**src/hw/rtl/sdq_pkg.sv**
```systemverilog
// Shared types and constants for the sorted delay queue.
package sdq_pkg;

  localparam int unsigned DepthDefault = 16;
  localparam int unsigned MaxResults   = 16;

  typedef enum logic [1:0] {
    STAT_OK       = 2'd0,
    STAT_RELEASED = 2'd1,
    STAT_DROPPED  = 2'd2,
    STAT_FULL     = 2'd3
  } status_t;

  typedef enum logic {
    KIND_INSERT = 1'b0,
    KIND_TICK   = 1'b1
  } kind_t;

  typedef struct packed {
    logic        kind;
    logic [7:0]  task_id;
    logic [7:0]  priority_req;
    logic [15:0] delay;
  } in_item_t;

  typedef struct packed {
    logic [1:0] status;
    logic [7:0] task_id_res;
    logic [7:0] priority_res;
    logic       last;
  } out_item_t;

  typedef struct packed {
    logic [7:0]  id;
    logic [7:0]  prio;
    logic [15:0] remaining;
  } entry_t;

endpackage

```
**src/hw/rtl/sdq_ram.sv**
```systemverilog
// Generic single-port-write, single-port-read RAM with registered read data.
module sdq_ram #(
  parameter int unsigned Width = 32,
  parameter int unsigned Depth = 16
) (
  input  logic                     clk,
  input  logic                     we,
  input  logic [$clog2(Depth)-1:0] waddr,
  input  logic [Width-1:0]         wdata,
  input  logic [$clog2(Depth)-1:0] raddr,
  output logic [Width-1:0]         rdata
);

  logic [Width-1:0] mem [Depth];

  always_ff @(posedge clk) begin
    if (we) begin
      mem[waddr] <= wdata;
    end
    rdata <= mem[raddr];
  end

endmodule

```
**src/hw/rtl/sorted_delay_queue_core.sv**
```systemverilog
// Sorted delay queue: pending tasks kept in RAM by ascending delay.
//
// Input channel (in_valid/in_stall/in_data) carries either an insert request
// (task id, priority, delay) or a timer tick. Result channel (out_valid/
// out_stall/out_data) returns one or more results per request, the final one
// marked by last.
// An insert gives one result: accepted, dropped (zero delay) or full. It
// walks the queue from the tail, reading each entry and moving it up one
// place while its delay exceeds the new delay.
// A tick walks every stored entry, reading each one, decrementing the
// delay, releasing expired head entries one result per entry and
// compacting the rest in place. A tick that releases nothing gives one
// accepted result.
// Requests are taken one at a time, only while the block is idle and the
// output register can be loaded. When the receiver stalls, the result is
// held in the output register and the walk waits on it.
// Reset empties the queue at once; RAM contents need no clearing.
module sorted_delay_queue_core
  import sdq_pkg::*;
#(
  parameter int unsigned DEPTH = DepthDefault
) (
  input  logic      clk,
  input  logic      rst_n,
  input  logic      in_valid,
  output logic      in_stall,
  input  in_item_t  in_data,
  output logic      out_valid,
  input  logic      out_stall,
  output out_item_t out_data
);

  localparam int unsigned AW = $clog2(DEPTH);
  localparam int unsigned CW = $clog2(DEPTH + 1);

  typedef enum logic [2:0] {
    S_IDLE, S_IRD, S_ICMP, S_INEW, S_IEMIT, S_TRD, S_TCHK, S_TEND
  } state_t;

  state_t         state_r;
  logic [CW-1:0]  count_r;
  logic [CW-1:0]  rel_r;
  logic [AW-1:0]  idx_r;
  logic           rel_open_r;
  logic           held_r;
  entry_t         held_entry_r;
  in_item_t       req_r;
  logic           out_valid_r;
  out_item_t      out_data_r;

  logic           ram_we;
  logic [AW-1:0]  ram_waddr;
  entry_t         ram_wdata;
  entry_t         ram_rdata;
  logic           out_free;
  logic           out_load;
  logic [15:0]    dec_rem;
  logic           rel_hit;
  logic           at_tail;
  entry_t         new_entry;

  sdq_ram #(.Width($bits(entry_t)), .Depth(DEPTH)) u_ram (
    .clk   (clk),
    .we    (ram_we),
    .waddr (ram_waddr),
    .wdata (ram_wdata),
    .raddr (idx_r),
    .rdata (ram_rdata)
  );

  always_comb begin
    out_free  = !out_valid_r || !out_stall;
    in_stall  = !((state_r == S_IDLE) && out_free);
    dec_rem   = (ram_rdata.remaining == 16'd0) ? 16'd0 : ram_rdata.remaining - 16'd1;
    rel_hit   = rel_open_r && (32'(rel_r) < MaxResults) && (dec_rem == 16'd0);
    at_tail   = ((CW'(idx_r) + CW'(1)) == count_r);
    new_entry = '{id: req_r.task_id, prio: req_r.priority_req, remaining: req_r.delay};
    ram_we    = 1'b0;
    ram_waddr = idx_r;
    ram_wdata = ram_rdata;
    unique case (state_r)
      S_ICMP: begin
        ram_we    = 1'b1;
        ram_waddr = idx_r + AW'(1);
        ram_wdata = (ram_rdata.remaining > req_r.delay) ? ram_rdata : new_entry;
      end
      S_INEW: begin
        ram_we    = 1'b1;
        ram_waddr = '0;
        ram_wdata = new_entry;
      end
      S_TCHK: begin
        // Survivors move down over the released head entries.
        ram_we    = !rel_hit && (!held_r || out_free);
        ram_waddr = AW'(CW'(idx_r) - rel_r);
        ram_wdata = '{id: ram_rdata.id, prio: ram_rdata.prio, remaining: dec_rem};
      end
      default: ;
    endcase
    // The output register takes a new result exactly where the state machine writes one.
    unique case (state_r)
      S_IDLE:  out_load = in_valid && !in_stall &&
                          ((in_data.kind == KIND_INSERT) ?
                           ((in_data.delay == 16'd0) || (count_r >= CW'(DEPTH))) :
                           (count_r == '0));
      S_IEMIT: out_load = out_free;
      S_TCHK:  out_load = held_r && out_free;
      S_TEND:  out_load = (held_r || (rel_r == '0)) && out_free;
      default: out_load = 1'b0;
    endcase
  end

  always_ff @(posedge clk) begin
    if (!rst_n) begin
      state_r     <= S_IDLE;
      count_r     <= '0;
      out_valid_r <= 1'b0;
      held_r      <= 1'b0;
      rel_open_r  <= 1'b0;
    end else begin
      if (out_load) begin
        out_valid_r <= 1'b1;
      end else if (!out_stall) begin
        out_valid_r <= 1'b0;
      end
      unique case (state_r)
        S_IDLE: begin
          if (in_valid && !in_stall) begin
            req_r <= in_data;
            if (in_data.kind == KIND_INSERT) begin
              if (in_data.delay == 16'd0) begin
                out_data_r  <= '{status: STAT_DROPPED, task_id_res: '0,
                                 priority_res: '0, last: 1'b1};
              end else if (count_r >= CW'(DEPTH)) begin
                out_data_r  <= '{status: STAT_FULL, task_id_res: '0,
                                 priority_res: '0, last: 1'b1};
              end else if (count_r == '0) begin
                state_r <= S_INEW;
              end else begin
                idx_r   <= AW'(count_r - CW'(1));
                state_r <= S_IRD;
              end
            end else begin
              if (count_r == '0) begin
                out_data_r  <= '{status: STAT_OK, task_id_res: '0,
                                 priority_res: '0, last: 1'b1};
              end else begin
                idx_r      <= '0;
                rel_r      <= '0;
                rel_open_r <= 1'b1;
                held_r     <= 1'b0;
                state_r    <= S_TRD;
              end
            end
          end
        end
        S_IRD: state_r <= S_ICMP;
        S_ICMP: begin
          if (ram_rdata.remaining > req_r.delay) begin
            if (idx_r == '0) begin
              state_r <= S_INEW;
            end else begin
              idx_r   <= idx_r - AW'(1);
              state_r <= S_IRD;
            end
          end else begin
            state_r <= S_IEMIT;
          end
        end
        S_INEW: state_r <= S_IEMIT;
        S_IEMIT: begin
          if (out_free) begin
            out_data_r  <= '{status: STAT_OK, task_id_res: '0,
                             priority_res: '0, last: 1'b1};
            count_r     <= count_r + CW'(1);
            state_r     <= S_IDLE;
          end
        end
        S_TRD: state_r <= S_TCHK;
        S_TCHK: begin
          if (!held_r || out_free) begin
            // The held release goes out once we know whether another follows.
            if (held_r) begin
              out_data_r  <= '{status: STAT_RELEASED, task_id_res: held_entry_r.id,
                               priority_res: held_entry_r.prio, last: !rel_hit};
            end
            if (rel_hit) begin
              held_r       <= 1'b1;
              held_entry_r <= ram_rdata;
              rel_r        <= rel_r + CW'(1);
            end else begin
              held_r     <= 1'b0;
              rel_open_r <= 1'b0;
            end
            if (at_tail) begin
              state_r <= S_TEND;
            end else begin
              idx_r   <= idx_r + AW'(1);
              state_r <= S_TRD;
            end
          end
        end
        S_TEND: begin
          if (held_r || rel_r == '0) begin
            if (out_free) begin
              out_data_r  <= held_r ?
                  '{status: STAT_RELEASED, task_id_res: held_entry_r.id,
                    priority_res: held_entry_r.prio, last: 1'b1} :
                  '{status: STAT_OK, task_id_res: '0, priority_res: '0, last: 1'b1};
              held_r      <= 1'b0;
              count_r     <= count_r - rel_r;
              state_r     <= S_IDLE;
            end
          end else begin
            count_r <= count_r - rel_r;
            state_r <= S_IDLE;
          end
        end
        default: state_r <= S_IDLE;
      endcase
    end
  end

  assign out_valid = out_valid_r;
  assign out_data  = out_data_r;

`ifndef SYNTHESIS
  a_count_bound: assert property (@(posedge clk) disable iff (!rst_n)
    count_r <= CW'(DEPTH)) else $error("queue count exceeds depth");
  a_accept_idle: assert property (@(posedge clk) disable iff (!rst_n)
    (in_valid && !in_stall) |-> (state_r == S_IDLE)) else $error("request taken while busy");
  a_rel_bound: assert property (@(posedge clk) disable iff (!rst_n)
    (state_r == S_TCHK) |-> (rel_r <= count_r)) else $error("release count exceeds count");
  a_no_hold_idle: assert property (@(posedge clk) disable iff (!rst_n)
    (state_r == S_IDLE) |-> !held_r) else $error("release left pending in idle");
`endif

endmodule

```
**config.mk**
```make
export PLATFORM = sky130hd
export DESIGN_NAME = sorted_delay_queue_core
export DESIGN_NICKNAME = d
export VERILOG_FILES = /design/src/hw/rtl/sdq_pkg.sv /design/src/hw/rtl/sdq_ram.sv /design/src/hw/rtl/sorted_delay_queue_core.sv
export SDC_FILE = /design/constraint.sdc
export NUM_CORES = 1
export LEC_CHECK = 0
export BUFFER_PORTS_ARGS = -buffer_cell sky130_fd_sc_hd__buf_2
export CORE_MARGIN = 2
export CORE_UTILIZATION = 65
export DETAILED_ROUTE_END_ITERATION = 16
export MAX_ROUTING_LAYER = met4
export PLACE_DENSITY = 0.82
export SYNTH_ARGS = -nofsm -noshare
export SYNTH_HDL_FRONTEND = slang
export SYNTH_SLANG_ARGS = --single-unit
export TNS_END_PERCENT = 30
```
**constraint.sdc**
```tcl
create_clock -name clk -period 6 [get_ports clk]
set_input_delay 0.3 -clock clk [delete_from_list [all_inputs] [get_ports clk]]
set_output_delay 0.3 -clock clk [all_outputs]
set_load 0.05 [all_outputs]
```
==> impl_metrics.yaml, run 1 <==
status:
  outcome: "finished, final reports clean"
cells_and_area:
  antennaDiodeCount: 0
  area_growth_syn_to_layout_pct: 13.18
  layout_common_cells: "588 x edfxtp_1, 160 x mux4_2, 59 x clkbuf_16, 57 x buf_2, 51 x nand2_1"
  post-route-cell-area_um2: 28900
  drive_above_1_share: 0.2572
  final_util: 0.7460
  layout_commonest_cell: "edfxtp_1"
  final_nets: 1547
synthesis:
  syn_area_per_cell_um2: 18.84
  yosysUniqueCellTypes: 71
  yosys_warnings: 0
  netlist_area_um2: 25530
  synth_cells: 1355
  synth-seq-cells: 631
  ys_seq_area_frac: 0.7253
  netlist.area_leader.share: 0.6916
  synth_edf_count: 588
  synth_area_leaders: "edfxtp_1 69%, mux4_2 14%, dfxtp_1 3.4%, ha_1 1.6%, o21ai_0 1.1%"
  yosys_most_used_dff: "edfxtp_1"
  synthArstFlopShare: 0
  syn-num-nets: 1426
  synth_top_area_cell: "edfxtp_1"
timing:
  min_period_over_period: 0.7511
  tightest_slew_ns: 1.322
  relSlewSlack: 0.1165
  holdWs_ns: 0.02978
  slew_violations: 0
  fin_crit_ns: 4.507
  setup_violations: 0
  hold_viol_final: 0
  grt_setup_unrepaired: "false"
  fin_ws_ns: 1.493
  setup_tns_ns: 0
  max_freq_mhz: 221.9
  finalClockSkew_ns: 0.02844
power_and_ir_drop:
  leakage_uw: 0.009513
  swShare: 0.3129
  p_per_area_nw_per_um2: 452.2
  p_seq_frac: 0.476
  vdd_drop_max_mv: 0.3306
  clock_power_share: 0.289
  internal_power_uw: 8977
  switchingPower_uw: 4089
  power_frac_comb: 0.235
worst_setup_path:
  crit_path_end_kind: "register"
  critPathLaunchType: "register"
  crit_path_max_fanout: 32
  path_cells: "ha_1 > nand4_1 > nor2_1 > nor4_2 > a31oi_4 > nor2_4 > a21boi_0 > o22ai_1"
  worstReg2RegStart: "u_ram.rdata[12]"
  critical-path-max-stage-delay_ns: 0.98
  cpMaxStageDelayCell: "o22ai_1"
  cp.arrival_ns: 4.75
  path_class: "register to register"
  startpoint: "u_ram.rdata[12]"
  r2r.worst_path.cells: 8
  cp.required_ns: 6.24
floorplan:
  start_util: 0.6591
  io_pins: 58
  die_h_um: 202.2
  rows: 72
  die_x_um: 202.2
  core_um2: 38740
  die-area_um2: 40880
global_routing:
  grt_max_degree: 113
  grtUsageTotal: 0.3343
  grt-ovfl-total: 0
  antenna_found_initial: 0
  grt_pass1_wl_mm: 94.89
  grt_pass1_vias: 14540
run:
  cap_violations: 0
placement:
  io_buffers: 57
  gp_congestion: 0.9481
  place_ws_ns: 1.702
  placed_area_um2: 26630
  dpl.hpwl_mm: 34.06
cts:
  post-cts-setup-buffer-count: 0
  clockBufferDepth: 3
  cts.sinks: 631
  cts_tree: "done"
  cts_max_level: 2
  numCtsBuffers: 58
  cts-root-buf: "clkbuf_16"
  clkLatencyLatePin_ns: 0.63
  clkSlewWorstSetupHoldPaths_ns: 0.06
routing:
  dr.pass1.iters: 8
  wl_per_cell_um: 31.34
  viasPerCell: 6.908
  postRouteAntennaNets: 0
  route.detailed.drc: 0
  vias: 14110
  drt_iter0_markers: 1838
  wl_mm: 63.99
worst_hold_path:
  hold_start: "rst_n"
  whs_path_depth: 2
  hold_class: "primary input to register"
==> registers in the layout, summed over array words and instances (netlist names) <==
register	cells
rel_open_r	1
u_ram.rdata	32
held_entry_r	16
state_r	3
u_ram.mem	512
rel_r	5
held_r	1
count_r	5
new_entry	32
out_valid	1
out_data	19
idx_r	4
==> layer usage <==
layer  track usage  up-vias  share of wire
met5             -        -              0
met4        0.1462        0          0.046
met3       0.05385      187          0.091
met2        0.5309      965           0.50
met1        0.4370     7237           0.36
li1              -     5718              -
==> final timing paths <==
kind / to / slack, ns
worst min register to register: held_entry_r[27] / 0.44
worst max-delay path: u_ram.mem[13][2] / 1.49
worst max register to register: u_ram.mem[13][2] / 1.49
worst min-delay path: state_r[1] / 0.03
==> area by class of cell <==
type	count	area [um2]
tap	518	648.1
fill	2123	9841
multi-input combinational	609	6699
sequential	631	18520
timing repair buffer	128	910.9
clock buffer	71	1541
clock inverter	37	399.1
inverter	48	180.2
==> through the flow <==
step	instances	power (uW)
floorplan	1355	8127
global placement	1898	9092
detailed placement	1901	9225
CTS	2041	13020
global route	2042	13440
finish	2042	13070
==> critical path: cells and delay by family, from the launching register on <==
kind | cells | cell delay [ns]
flip-flops | 1 | 0.58
AND/OR/NAND/NOR | 4 | 1.72
AO/OA/AOI/OAI | 3 | 1.50
adder cells (fa/ha/maj) | 1 | 0.31
==> what timing repair did <==
action                    CTS  global route
resized for setup           0             0
hold buffers               32             0
hold endpoints to repair   32             0
==> power groups by stage <==
stage,clock [uW],sequential (uW),combinational [uW]
3_3_place_gp,0,6260,2840
5_1_grt,3940,6240,3260
4_1_cts,3810,6200,3010
6_report,3780,6210,3070
3_5_place_dp,0,6270,2950
2_1_floorplan,0,6240,1880
==> synth_stat cells, types with 4 or more instances <==
| library cell | n |
|---|---|
| nor3_1 | 11 |
| mux4_2 | 160 |
| nor4_2 | 4 |
| a21o_1 | 6 |
| clkbuf_1 | 48 |
| ha_1 | 32 |
| a22oi_1 | 6 |
| xnor2_1 | 16 |
| nor2b_1 | 9 |
| o211ai_1 | 5 |
| mux2i_1 | 6 |
| o21ai_0 | 55 |
| nand3_1 | 32 |
| buf_1 | 10 |
| nand2_1 | 51 |
| nor2_1 | 57 |
| nand2b_1 | 5 |
| nor4_1 | 6 |
| xor2_1 | 9 |
| edfxtp_1 | 588 |
| nand4_1 | 9 |
| o22ai_1 | 10 |
| dfxtp_1 | 43 |
| and2_1 | 21 |
| inv_1 | 48 |
| a21oi_1 | 31 |
| buf_2 | 8 |
==> cell families after synthesis <==
group	after synthesis	synth area share
buf+inv	115	0.01759
xor+xnor	25	0.008576
simple gates	231	0.04773
fa+ha+maj	34	0.01725
flops	631	0.7253
mux	166	0.1435
compound gates	153	0.04004
Power figures use the tool's default switching activity.
==> run 2, diff against run 1 <==
--- a/config.mk
+++ b/config.mk
@@ -7,10 +7,10 @@
 export LEC_CHECK = 0
 export BUFFER_PORTS_ARGS = -buffer_cell sky130_fd_sc_hd__buf_2
 export CORE_MARGIN = 2
-export CORE_UTILIZATION = 65
+export CORE_UTILIZATION = 56
 export DETAILED_ROUTE_END_ITERATION = 16
 export MAX_ROUTING_LAYER = met4
-export PLACE_DENSITY = 0.82
+export PLACE_DENSITY = 0.75
 export SYNTH_ARGS = -nofsm -noshare
 export SYNTH_HDL_FRONTEND = slang
 export SYNTH_SLANG_ARGS = --single-unit
==> constraint.sdc (replaced) <==
create_clock -name clk -period 4 [get_ports clk]
set_input_delay 0.2 -clock clk [delete_from_list [all_inputs] [get_ports clk]]
set_output_delay 0.2 -clock clk [all_outputs]
set_load 0.05 [all_outputs]
==> impl_metrics.yaml, run 2 (synthesized netlist as in run 1, its figures left out) <==
cells_and_area:
  drive_above_1_share: 0.2622
  final_nets: 1575
  top_register: "u_ram.mem"
  final_util: 0.6487
  layout_commonest_cell: "edfxtp_1"
  n_fill_cell: 2929
  largest_register_ff_count: 512
  layout.cells.non_filler: 2152
  antennaDiodeCount: 0
  layout_common_cells: "588 x edfxtp_1, 160 x mux4_2, 61 x clkbuf_16, 57 x buf_2, 54 x o21ai_0"
  area_growth_syn_to_layout_pct: 14.81
power_and_ir_drop:
  leakage_uw: 0.009677
  vdd_drop_max_mv: 0.4112
  p_per_area_nw_per_um2: 667.9
global_routing:
  grt-ovfl-total: 0
  grtUsageTotal: 0.2650
  antenna_found_initial: 2
  grt_max_degree: 115
  grt_pass1_vias: 13670
  grt_pass1_wl_mm: 88.27
timing:
  slew_violations: 0
  relSlewSlack: 0.1654
  holdWs_ns: 0.09264
  finalClockSkew_ns: 0.02538
  fin_crit_ns: 3.740
  fin_ws_ns: 0.2599
  max_freq_mhz: 267.4
  setup_violations: 0
  grt_setup_unrepaired: "false"
  hold_viol_final: 0
  min_period_over_period: 0.9350
  tightest_slew_ns: 1.249
routing:
  drt_iter0_markers: 1526
  viasPerCell: 6.267
  vias: 13490
  postRouteAntennaNets: 0
  dr.pass1.iters: 5
  wl_mm: 59.26
  route.detailed.drc: 0
  wl_per_cell_um: 27.54
placement:
  gp_congestion: 0.9466
  dpl.hpwl_mm: 33.72
  placed_cells: 2006
  place_ws_ns: 0.1195
  io_buffers: 57
floorplan:
  io_pins: 58
  rows: 78
  core_um2: 45190
  die_x_um: 217.5
  start_util: 0.5650
  die-area_um2: 47320
  die_h_um: 217.5
worst_setup_path:
  crit_path_end_kind: "register"
  crit_path_max_fanout: 32
  critical-path-max-stage-delay_ns: 0.97
  cp.required_ns: 4.21
  r2r.worst_path.cells: 9
  path_class: "register to register"
  crit_path_end: "u_ram.mem[8][1]"
  cpMaxStageDelayCell: "nor2_4"
  path_cells: "inv_1 > ha_1 > nor3b_4 > nand3_1 > xor2_1 > a31o_2 > a31oi_4 > a21oi_4 > nor2_4"
  rrSetupSlack_ns: 0.26
  cp.arrival_ns: 3.95
  worstReg2RegStart: "u_ram.rdata[0]"
  r2r-end: "u_ram.mem[8][1]"
  critPathLaunchType: "register"
  startpoint: "u_ram.rdata[0]"
cts:
  clkSlewWorstSetupHoldPaths_ns: 0.06
  cts_tree: "done"
  post-cts-setup-buffer-count: 0
  numCtsBuffers: 60
  cts.sinks: 631
  cts-root-buf: "clkbuf_16"
  clockBufferDepth: 3
  clkLatencyLatePin_ns: 0.62
  cts_max_level: 2
status:
  outcome: "finished, final reports clean"
run:
  cap_violations: 0
worst_hold_path:
  hold_class: "primary input to register"
run 2: report_power, final:
part / internal, uW / total, uW / switching, uW
sequential: 8830 / 9210 / 375
combinational: 1590 / 4780 / 3180
clock: 3210 / 5590 / 2380
run 2: worst min path at each step:
stage                            from       endpoint  slack [ns]  depth (start not counted)
after global placement    in_data[21]  new_entry[21]        0.38                          1
after global routing      in_data[32]   out_data[18]        0.08                          2
after floorplan            in_data[0]   new_entry[0]        0.30                          0
final                     in_data[32]   out_data[18]        0.09                          2
after CTS                 in_data[32]   out_data[18]        0.05                          2
after detailed placement  in_data[26]  new_entry[26]        0.38                          1
run 2: routing by layer:
layer,vias up,share of wire,global-route usage
met5,-,0,-
met4,0,0.024,0.07237
met3,110,0.073,0.05063
met2,594,0.50,0.4179
met1,7000,0.41,0.3593
li1,5782,-,-
run 2: area by class of cell:
class / count / area, um2 / area share
multi-input cells: 610 / 6716 / 0.2291
clock buffers: 86 / 1700 / 0.05801
well taps: 600 / 750.7 / 0.02561
clock inverters: 24 / 239.0 / 0.008153
inverters: 48 / 180.2 / 0.006147
repair buffers: 153 / 1206 / 0.04115
flip-flops and latches: 631 / 18520 / 0.6318
run 2: critical path: cells and delay by family, from the launching register on:
family,cells,cell delay (ns)
AOI/OAI and AO/OA,3,0.81
adders and majority gates,1,0.21
and+or+nand+nor,3,1.57
DFF,1,0.35
buffers and inverters,1,0.16
xor gates and xnor gates,1,0.20
run 2: metrics by stage:
| step | power (uW) | TNS, ns | area [um2] |
|---|---|---|---|
| finish | 19580 | 0 | 29310 |
| global placement | 13870 | 0 | 27000 |
| CTS | 19620 | 0 | 29290 |
| floorplan | 12190 | -21.63 | 25530 |
| detailed placement | 14000 | 0 | 27000 |
| global route | 20310 | 0 | 29310 |
run 2: repair_timing:
item / CTS / global route
resized for setup: 0 / 2
endpoints found under the setup margin: 0 / 128
hold endpoints to repair: 42 / 0
hold buffers: 35 / 0
==> run 3, diff against run 2 <==
--- a/config.mk
+++ b/config.mk
@@ -7,10 +7,9 @@
 export LEC_CHECK = 0
 export BUFFER_PORTS_ARGS = -buffer_cell sky130_fd_sc_hd__buf_2
 export CORE_MARGIN = 2
-export CORE_UTILIZATION = 56
+export CORE_UTILIZATION = 45
 export DETAILED_ROUTE_END_ITERATION = 16
 export MAX_ROUTING_LAYER = met4
-export PLACE_DENSITY = 0.75
 export SYNTH_ARGS = -nofsm -noshare
 export SYNTH_HDL_FRONTEND = slang
 export SYNTH_SLANG_ARGS = --single-unit
==> impl_metrics.yaml, run 3 (synthesized netlist as in run 1, its figures left out) <==
status:
  outcome: "finished, final reports clean"
timing:
  slew_violations: 0
  tightest_slew_ns: 1.245
  grt_setup_unrepaired: "false"
  relSlewSlack: 0.1665
  finalClockSkew_ns: 0.02094
  hold_viol_final: 0
  min_period_over_period: 0.9293
  max_freq_mhz: 269.0
  fin_crit_ns: 3.717
  setup_violations: 0
cts:
  clkSlewWorstSetupHoldPaths_ns: 0.06
  clockBufferDepth: 3
  cts-root-buf: "clkbuf_16"
  cts.sinks: 631
  numCtsBuffers: 66
  post-cts-setup-buffer-count: 0
  cts_tree: "done"
  clkLatencyLatePin_ns: 0.60
  cts_max_level: 3
cells_and_area:
  layout_commonest_cell: "edfxtp_1"
  area_growth_syn_to_layout_pct: 16.48
  post-route-cell-area_um2: 29740
  final_nets: 1585
  largest_register_ff_count: 512
  layout_common_cells: "588 x edfxtp_1, 160 x mux4_2, 68 x clkbuf_16, 59 x buf_4, 57 x buf_2"
  drive_above_1_share: 0.2687
  final_util: 0.5284
  top_register: "u_ram.mem"
routing:
  viasPerCell: 5.709
  wl_mm: 60.04
  route.detailed.drc: 0
  dr.pass1.iters: 5
  vias: 13280
  postRouteAntennaNets: 0
  wl_per_cell_um: 25.81
  drt_iter0_markers: 1209
floorplan:
  core_um2: 56280
  rows: 87
  die-area_um2: 58660
  io_pins: 58
  die_h_um: 242.2
  start_util: 0.4537
  die_x_um: 242.2
global_routing:
  grtUsageTotal: 0.2141
  grt_max_degree: 132
  antenna_found_initial: 1
  grt_pass1_wl_mm: 89.25
  grt_pass1_vias: 13490
  grt-ovfl-total: 0
worst_setup_path:
  cp_common_cell: "inv_1"
  crit_cells: 9
  crit_path_end_kind: "register"
  cp.required_ns: 4.20
  startpoint: "idx_r[0]"
  r2r.worst_path.cells: 9
  path_class: "register to register"
  worstReg2RegStart: "idx_r[0]"
  critPathLaunchType: "register"
  critical-path-max-stage-delay_ns: 1.04
  crit_family: "simple AND/OR/NAND/NOR gates"
  cp.arrival_ns: 3.92
  path_cells: "inv_1 > ha_1 > inv_1 > fa_1 > mux2i_1 > o22ai_1 > nor2_1 > nand3_1 > nor2_4"
  crit_path_max_fanout: 32
  cp_num_buf_inv: 2
  cpMaxStageDelayCell: "nor2_4"
worst_hold_path:
  hold_start: "in_data[32]"
  whs_path_depth: 2
  hold_class: "primary input to register"
power_and_ir_drop:
  p_per_area_nw_per_um2: 677.4
  leakage_uw: 0.009817
  vdd_drop_max_mv: 0.4118
placement:
  io_buffers: 57
  placed_area_um2: 27190
  dpl.hpwl_mm: 36.15
  gp_congestion: 0.9110
run:
  cap_violations: 0
-- run 3: cell types whose count changed in the layout (fill, tap and decap cells not counted), moves of 2 or more --
cell	delta
inv_6	+2
buf_4	+7
clkinv_8	+3
clkbuf_16	+7
clkbuf_1	-4
clkinvlp_4	-3
clkinv_1	+5
bufinv_16	+2
buf_12	-3
clkinv_2	+5
diode_2	+3
clkbuf_8	-4
-- run 3: what timing repair did --
| item | in CTS | in global routing |
|---|---|---|
| gates resized for setup | 0 | 2 |
| hold endpoints to repair | 42 | 0 |
| hold buffers | 35 | 0 |
| endpoints found under the setup margin | 0 | 96 |
-- run 3: power by group --
group	internal (uW)	switching, uW	leakage, uW	total (uW)
combinational	1600	3250	0.00308	4860
clock	3600	2520	0.00106	6120
sequential	8830	339	0.00568	9170
total	14000	6110	0.00982	20100
-- run 3: layout make-up --
class | instances | area (um2)
timing repair buffer | 157 | 1199
antenna | 3 | 7.507
clock buffer | 85 | 1805
sequential | 631 | 18520
inverter | 48 | 180.2
tap | 756 | 945.9
clock inverter | 36 | 366.6
fill | 4528 | 26540
multi-input combinational | 610 | 6716
-- run 3: routing by layer --
layer | wire, um | track usage
met5 | 0 | -
met1 | 27000 | 0.2983
met3 | 3120 | 0.03877
met2 | 28690 | 0.3313
met4 | 1228 | 0.05138
-- run 3: per-stage QoR --
step                      power (uW)  instances  hold WS (ns)  setup slack [ns]  TNS (ns)
after floorplan                12190       1355        0.2989          -0.08920    -21.63
after CTS                      20280       2322       0.05725            0.1337         0
after global routing           20980       2323       0.08772           0.05233         0
after global placement         14070       2166        0.3773            0.2083         0
after detailed placement       14140       2166        0.3783            0.1621         0
final                          20150       2326       0.09773            0.2826         0
-- run 3: final timing paths --
path	slack, ns	endpoint
max	0.28	u_ram.mem[1][31]
min	0.1	out_data[18]
min reg2reg	0.42	held_entry_r[22]
max reg2reg	0.28	u_ram.mem[1][31]
